`config.mk`:
```
export PLATFORM = sky130hd
export DESIGN_NAME = playfair_digraph_cipher_core
export DESIGN_NICKNAME = d
export VERILOG_FILES = /design/src/rtl/pfc_pkg.sv /design/src/rtl/playfair_digraph_cipher_core.sv /design/src/rtl/pfc_key_square.sv /design/src/rtl/pfc_locate.sv /design/src/rtl/pfc_digraph.sv
export SDC_FILE = /design/constraint.sdc
export NUM_CORES = 1
export LEC_CHECK = 0
export BUFFER_PORTS_ARGS = -buffer_cell sky130_fd_sc_hd__buf_2
export CORE_UTILIZATION = 25
export DETAILED_ROUTE_END_ITERATION = 10
export SLEW_MARGIN = 10
export SYNTH_ARGS = -nofsm -noshare
export SYNTH_HDL_FRONTEND = slang
export SYNTH_SLANG_ARGS = --single-unit
```
`constraint.sdc`:
```
create_clock -name clock -period 6.33 [get_ports clock]
set_input_delay 0.9495 -clock clock [delete_from_list [all_inputs] [get_ports clock]]
set_output_delay 0.9495 -clock clock [all_outputs]
set_load 0.02 [all_outputs]
```
`src/rtl/pfc_pkg.sv`:
```
// pfc_pkg: shared types, constants and helpers for the playfair digraph cipher core
// depends on nothing; used by every module under rtl
package pfc_pkg;

   localparam int unsigned SqDim     = 5;
   localparam int unsigned CodeWidth = 5;
   localparam int unsigned RowWidth  = SqDim * CodeWidth;
   localparam int unsigned IdxWidth  = $clog2(SqDim);
   localparam int unsigned CsrIdxWidth = 3;

   localparam logic [IdxWidth-1:0] IdxFirst = '0;
   localparam logic [IdxWidth-1:0] IdxLast  = IdxWidth'(SqDim - 1);

   // register indexes on the csr port
   localparam logic [CsrIdxWidth-1:0] CsrSquareRow0 = 3'd0;
   localparam logic [CsrIdxWidth-1:0] CsrSquareRow1 = 3'd1;
   localparam logic [CsrIdxWidth-1:0] CsrSquareRow2 = 3'd2;
   localparam logic [CsrIdxWidth-1:0] CsrSquareRow3 = 3'd3;
   localparam logic [CsrIdxWidth-1:0] CsrSquareRow4 = 3'd4;

   localparam logic MODE_DECRYPT = 1'b0;
   localparam logic MODE_ENCRYPT = 1'b1;

   typedef logic [CodeWidth-1:0] code_type;
   typedef logic [IdxWidth-1:0]  idx_type;
   typedef logic [SqDim-1:0][RowWidth-1:0] square_type;

   // rows a..e, f..j, k..o, p r s t u, v..z
   localparam square_type SquareReset = {
      25'd27025109, 25'd21613103, 25'd15118698, 25'd9706693, 25'd4294688
   };

   typedef struct packed {
      code_type first_letter;
      code_type second_letter;
      logic     mode;
      logic     last_pair;
   } req_type;

   typedef struct packed {
      code_type out_first;
      code_type out_second;
      logic     letter_missing;
      logic     last_out;
   } rsp_type;

   typedef struct packed {
      logic    found;
      idx_type row;
      idx_type col;
   } loc_type;

   function automatic code_type pfc_cell(input square_type sq, input idx_type row,
                                         input idx_type col);
      logic [RowWidth-1:0] row_bits;
      row_bits = sq[row];
      return row_bits[col*CodeWidth +: CodeWidth];
   endfunction

endpackage

```
`src/rtl/playfair_digraph_cipher_core.sv`:
```
// playfair_digraph_cipher_core: top level, input register, cipher logic, result register
// depends on pfc_pkg, pfc_key_square, pfc_digraph
//
// One letter pair goes in per beat and one result comes out per beat. The pair is
// captured in an input register, the key square lookup and the playfair rule are
// combinational, and the result lands in an output register. The output stage moves
// when the result is taken or the output is empty, the input stage also when it is
// empty; the core sustains one pair per clock while results are taken. Key square rows
// are written over the always-ready csr channel; write only while no pair is in flight.
module playfair_digraph_cipher_core (
   input  logic                            clock,
   input  logic                            reset,
   input  logic                            req_valid,
   output logic                            req_ready,
   input  pfc_pkg::req_type                req_data,
   output logic                            rsp_valid,
   input  logic                            rsp_ready,
   output pfc_pkg::rsp_type                rsp_data,
   input  logic                            csr_valid,
   output logic                            csr_ready,
   input  logic [pfc_pkg::CsrIdxWidth-1:0] csr_index,
   input  logic [pfc_pkg::RowWidth-1:0]    csr_wdata
);

   pfc_pkg::square_type square;
   pfc_pkg::req_type    req_ff, req_in;
   pfc_pkg::rsp_type    rsp_ff, rsp_in, rsp_calc;
   logic                req_valid_ff, req_valid_in;
   logic                rsp_valid_ff, rsp_valid_in;
   logic                adv_out, adv_in;

   pfc_key_square u_key_square (
      .clock     (clock),
      .reset     (reset),
      .csr_valid (csr_valid),
      .csr_ready (csr_ready),
      .csr_index (csr_index),
      .csr_wdata (csr_wdata),
      .square    (square)
   );

   pfc_digraph u_digraph (
      .square (square),
      .req    (req_ff),
      .rsp    (rsp_calc)
   );

   assign adv_out   = !rsp_valid_ff || rsp_ready;
   assign adv_in    = !req_valid_ff || adv_out;
   assign req_ready = adv_in;

   always_comb begin
      req_valid_in = adv_in ? req_valid : req_valid_ff;
      rsp_valid_in = adv_out ? req_valid_ff : rsp_valid_ff;
      req_in       = (req_valid && adv_in) ? req_data : req_ff;
      rsp_in       = (req_valid_ff && adv_out) ? rsp_calc : rsp_ff;
   end

   always_ff @(posedge clock) begin
      if (reset) begin
         req_valid_ff <= 1'b0;
         rsp_valid_ff <= 1'b0;
      end else begin
         req_valid_ff <= req_valid_in;
         rsp_valid_ff <= rsp_valid_in;
      end
   end

   always_ff @(posedge clock) begin
      req_ff <= req_in;
      rsp_ff <= rsp_in;
   end

   assign rsp_valid = rsp_valid_ff;
   assign rsp_data  = rsp_ff;

endmodule

```
`src/rtl/pfc_key_square.sv`:
```
// pfc_key_square: five row registers of the key square, written over the csr channel
// depends on pfc_pkg
module pfc_key_square (
   input  logic                            clock,
   input  logic                            reset,
   input  logic                            csr_valid,
   output logic                            csr_ready,
   input  logic [pfc_pkg::CsrIdxWidth-1:0] csr_index,
   input  logic [pfc_pkg::RowWidth-1:0]    csr_wdata,
   output pfc_pkg::square_type             square
);

   pfc_pkg::square_type square_ff;
   pfc_pkg::square_type square_in;

   always_comb begin
      square_in = square_ff;
      if (csr_valid) begin
         unique case (csr_index)
            pfc_pkg::CsrSquareRow0: square_in[0] = csr_wdata;
            pfc_pkg::CsrSquareRow1: square_in[1] = csr_wdata;
            pfc_pkg::CsrSquareRow2: square_in[2] = csr_wdata;
            pfc_pkg::CsrSquareRow3: square_in[3] = csr_wdata;
            pfc_pkg::CsrSquareRow4: square_in[4] = csr_wdata;
            default:                square_in = square_ff;
         endcase
      end
   end

   always_ff @(posedge clock) begin
      if (reset) begin
         square_ff <= pfc_pkg::SquareReset;
      end else begin
         square_ff <= square_in;
      end
   end

   assign csr_ready = 1'b1;
   assign square    = square_ff;

endmodule

```
`src/rtl/pfc_locate.sv`:
```
// pfc_locate: finds one letter in the key square, first match in row-major order
// depends on pfc_pkg
module pfc_locate (
   input  pfc_pkg::square_type square,
   input  pfc_pkg::code_type   letter,
   output pfc_pkg::loc_type    loc
);

   always_comb begin
      loc = '0;
      // scan backwards so the earliest match wins
      for (int r = pfc_pkg::SqDim - 1; r >= 0; r--) begin
         for (int c = pfc_pkg::SqDim - 1; c >= 0; c--) begin
            if (pfc_pkg::pfc_cell(square, pfc_pkg::IdxWidth'(r),
                                  pfc_pkg::IdxWidth'(c)) == letter) begin
               loc.found = 1'b1;
               loc.row   = pfc_pkg::IdxWidth'(r);
               loc.col   = pfc_pkg::IdxWidth'(c);
            end
         end
      end
   end

endmodule

```
`src/rtl/pfc_digraph.sv`:
```
// pfc_digraph: playfair rule for one letter pair against the key square
// depends on pfc_pkg and pfc_locate
module pfc_digraph (
   input  pfc_pkg::square_type square,
   input  pfc_pkg::req_type    req,
   output pfc_pkg::rsp_type    rsp
);

   pfc_pkg::loc_type loc_a;
   pfc_pkg::loc_type loc_b;
   pfc_pkg::idx_type ra, ca, rb, cb;

   function automatic pfc_pkg::idx_type step_idx(input pfc_pkg::idx_type idx,
                                                 input logic mode);
      pfc_pkg::idx_type nxt;
      if (mode == pfc_pkg::MODE_ENCRYPT) begin
         nxt = (idx == pfc_pkg::IdxLast) ? pfc_pkg::IdxFirst : idx + 1'b1;
      end else begin
         nxt = (idx == pfc_pkg::IdxFirst) ? pfc_pkg::IdxLast : idx - 1'b1;
      end
      return nxt;
   endfunction

   pfc_locate u_locate_a (
      .square (square),
      .letter (req.first_letter),
      .loc    (loc_a)
   );

   pfc_locate u_locate_b (
      .square (square),
      .letter (req.second_letter),
      .loc    (loc_b)
   );

   always_comb begin
      priority if (loc_a.col == loc_b.col) begin
         ra = step_idx(loc_a.row, req.mode);
         rb = step_idx(loc_b.row, req.mode);
         ca = loc_a.col;
         cb = loc_b.col;
      end else if (loc_a.row == loc_b.row) begin
         ra = loc_a.row;
         rb = loc_b.row;
         ca = step_idx(loc_a.col, req.mode);
         cb = step_idx(loc_b.col, req.mode);
      end else begin
         ra = loc_a.row;
         rb = loc_b.row;
         ca = loc_b.col;
         cb = loc_a.col;
      end
   end

   always_comb begin
      rsp.last_out       = req.last_pair;
      rsp.letter_missing = !loc_a.found || !loc_b.found;
      if (rsp.letter_missing) begin
         rsp.out_first  = '0;
         rsp.out_second = '0;
      end else begin
         rsp.out_first  = pfc_pkg::pfc_cell(square, ra, ca);
         rsp.out_second = pfc_pkg::pfc_cell(square, rb, cb);
      end
   end

endmodule

```
==> metrics.md <==
| Metric | Value |
|---|---|
| Run status | `finished, final reports clean` |
| Cell taking the most area after synthesis | `dfxtp_1` |
| Worst Hold Path EP | `rsp_data[0]$_DFFE_PP_` |
| Register area share after synthesis | `0.265` |
| Pint | `2.54 mW` |
| Async SR Flop Fraction | `0` |
| Via density | `5.51` |
| Initial antenna violation count | `2` |
| Setup Buffers After CTS | `0` |
| Reg2reg end | `rsp_data[8]$_SDFFCE_PP0P_` |
| Cell Rows | `81` |
| Largest net degree at the start of global routing | `81` |
| I/O pins | `60` |
| Fin nets | `1619` |
| First-pass GRT wire length | `79800 µm` |
| Hold crit path type | `reg -> reg` |
| Vias | `12.3k` |
| Setup slack, reg-to-reg | `330 ps` |
| Power per cell area | `310 mW/mm²` |
| Sw Share | `0.419` |
| Max-slew violations | `0` |
| Htree depth | `4` |
| Most frequent cells in the layout | `296 x nand2_1, 136 x xor2_1, 127 x dfxtp_1, 119 x xnor2_1, 94 x a21oi_1` |
| Critical path class | `reg -> reg` |
| VDD IR max | `256 µV` |
| Cts repair resizes | `0` |
| Comb pwr share | `0.488` |
| Clock root buffer | `clkbuf_16` |
| Share of cells above drive strength 1 | `0.145` |
| Sw power | `1.83 mW` |
| Clk network pwr share | `0.262` |
| Data required, critical path | `6500 ps` |
| Synth warn | `0` |
| Slowest cell on the critical path | `nor3_2` |
| Drt pass-1 iters | `6` |
| Power, Total | `4.37 mW` |
| Cts hold-fix bufs | `0` |
| Post-route DRC | `0` |
| Die area | `0.0502 mm²` |
| Final ANT Viol Nets | `0` |
| CTS tree | `done` |
| Detailed Place HPWL | `41800 µm` |
| Diode count | `0` |
| Wire length per cell | `24.3 µm` |
| Max-Cap Viols | `0` |
| Crit start category | `register` |
| 1st-iter DRT viols | `1489` |
| Initial Util | `0.253` |
| Max Buffers Root-to-Sink | `2` |
| RSZ-0062 raised after global routing | `false` |
| Clock Sinks | `151` |
| Netlist Area Pre-Place | `0.0123 mm²` |
| Post-Syn Nets | `1568` |
| Crit path DAT | `6170 ps` |
| Die Ht | `224 µm` |
| Max_slew headroom | `0.228` |
| Crit path capture type | `register` |
| R2R Path Start | `req_ff[4]$_DFFE_PP_` |
| Synth Flop Type | `dfxtp_1` |
| Setup Skew | `17.6 ps` |
| Leak Pwr | `5.42 nW` |
| Avg Cell Area, Syn | `8.16 µm²` |
| Minimum clock period | `6000 ps` |
| WL final | `54500 µm` |
| Clock latency on the worst-skew pair | `460 ps` |
| Sequential share of power | `0.251` |
| Worst R2R Path Depth | `17` |
| Worst hold stages | `0` |
| Synth cell types | `93` |
| Final Wtd Congestion | `1.08` |
| CP Max Fanout | `14` |
| Least-Margin Pin Slew | `1160 ps` |
| Crit-path cells | `buf_4 -> xor2_1 -> nor3_1 -> nand3_1 -> nand2b_1 -> a211oi_1 -> o211a_1 -> o21a_2 -> clkinv_1 -> xnor2_1 -> buf_4 -> a311oi_1 -> nor3_2 -> nor3_2 -> buf_4 -> a221oi_1 -> o311ai_0` |
| Fmax achieved | `167 MHz` |
| Vias in the first global route | `11.6k` |
| Tcrit/Tclk final | `0.948` |
| Die W | `224 µm` |
| Synth top area share | `0.206` |
| Post-route setup slack | `330 ps` |
| CORE AREA | `0.0488 mm²` |
| CTS Buf Count | `17` |
| Cells after Synth | `1512` |
| Place WS | `405 ps` |
| WHS | `424 ps` |
| Crit path largest cell delay | `740 ps` |
| Gr ovfl total | `0` |
| Synth top area cells | `dfxtp_1 21%, xor2_1 9.7%, nand2_1 9.0%` |
| Clk pin slew, worst setup/hold paths | `70 ps` |
| IO buf count | `58` |
| Top cell by count, worst path | `buf_4` |
| Setup violators final | `0` |
| Seq cells post-synth | `151` |
| Hold wc startpoint | `req_ff[0]$_DFFE_PP_` |
| Number of synthesized flops with an enable pin | `24` |
| Setup TNS | `0 ps` |
| Area Overhead vs Synth | `14.3%` |
| Gr usage total | `0.217` |
| Most common cell after layout, fill and taps aside | `nand2_1` |
| Fin. Hold Viols | `0` |
state kept, by name (all words and copies together) (netlist names):
signal and flops:
req_valid_ff 1, req_ff 12, rsp_data 12, rsp_valid 1, u_key_square.square 125
power groups by stage:
stage | sequential [mW] | combinational, mW | clock, mW
after floorplan | 1.09 | 1.38 | 0
after global placement | 1.11 | 2.06 | 0
after detailed placement | 1.11 | 2.06 | 0
after CTS | 1.09 | 2.06 | 1.16
after global routing | 1.10 | 2.24 | 1.20
final | 1.10 | 2.13 | 1.14
Yosys cell counts, types with 27 or more instances:
cell / count
mux2i_1: 28
clkbuf_1: 52
nand3b_1: 59
xnor2_1: 119
a21oi_1: 94
nand2_1: 296
nor2_1: 27
o21ai_0: 29
nand3_1: 82
dfxtp_1: 127
xor2_1: 136
nor3_1: 56
worst max path at each step:
stage                         startpoint                          to  slack (ps)
floorplan            req_ff[2]$_DFFE_PP_   rsp_data[2]$_SDFFCE_PP0P_        1680
global placement     req_ff[4]$_DFFE_PP_  rsp_data[10]$_SDFFCE_PP0P_         270
detailed placement  req_ff[11]$_DFFE_PP_  rsp_data[10]$_SDFFCE_PP0P_         400
CTS                 req_ff[11]$_DFFE_PP_  rsp_data[10]$_SDFFCE_PP0P_         390
global route         req_ff[4]$_DFFE_PP_   rsp_data[8]$_SDFFCE_PP0P_         130
finish               req_ff[4]$_DFFE_PP_   rsp_data[8]$_SDFFCE_PP0P_         330
kinds of logic after synthesis:
| kind of cell | share of synthesized area |
|---|---|
| simple gates | 0.249 |
| compound gates | 0.158 |
| flops | 0.265 |
| buf+inv | 0.0580 |
| xor+xnor | 0.184 |
| fa+ha+maj | 0.0112 |
| mux | 0.0754 |
| other cells | 0.000304 |
metrics by stage:
stage	instances	util	cell area [µm²]
3_5_place_dp	2208	0.275	13500
4_1_cts	2240	0.289	14100
3_3_place_gp	2208	0.275	13500
5_1_grt	2240	0.289	14100
2_1_floorplan	1512	-	12300
6_report	2240	0.289	14100
cell type report:
class                      instances  area [µm²]
timing repair buffer             134         913
multi-input combinational       1237        8370
clock inverter                    11         200
tap                              664         831
sequential                       151        3260
fill                            5301       34700
clock buffer                      21         440
inverter                          22        82.6
worst max-delay path: cells and delay by family (launching register included):
family                    cells  cell delay [ps]
AOI/OAI and AO/OA             6             1890
and+or+nand+nor               5             1560
buffers and inverters         4             1200
DFF                           1              710
xor gates and xnor gates      2              330
routing by layer:
layer  wire [µm]  part of all wire  up-vias  GRT usage
li1            -                 -     5481          -
met1       22600              0.42     5962      0.287
met2       23600              0.43      744      0.326
met3        5380             0.099      152     0.0515
met4        2810             0.052        4      0.109
met5          27           0.00050        -          0
Note: power is estimated with default switching activity, not from simulation.
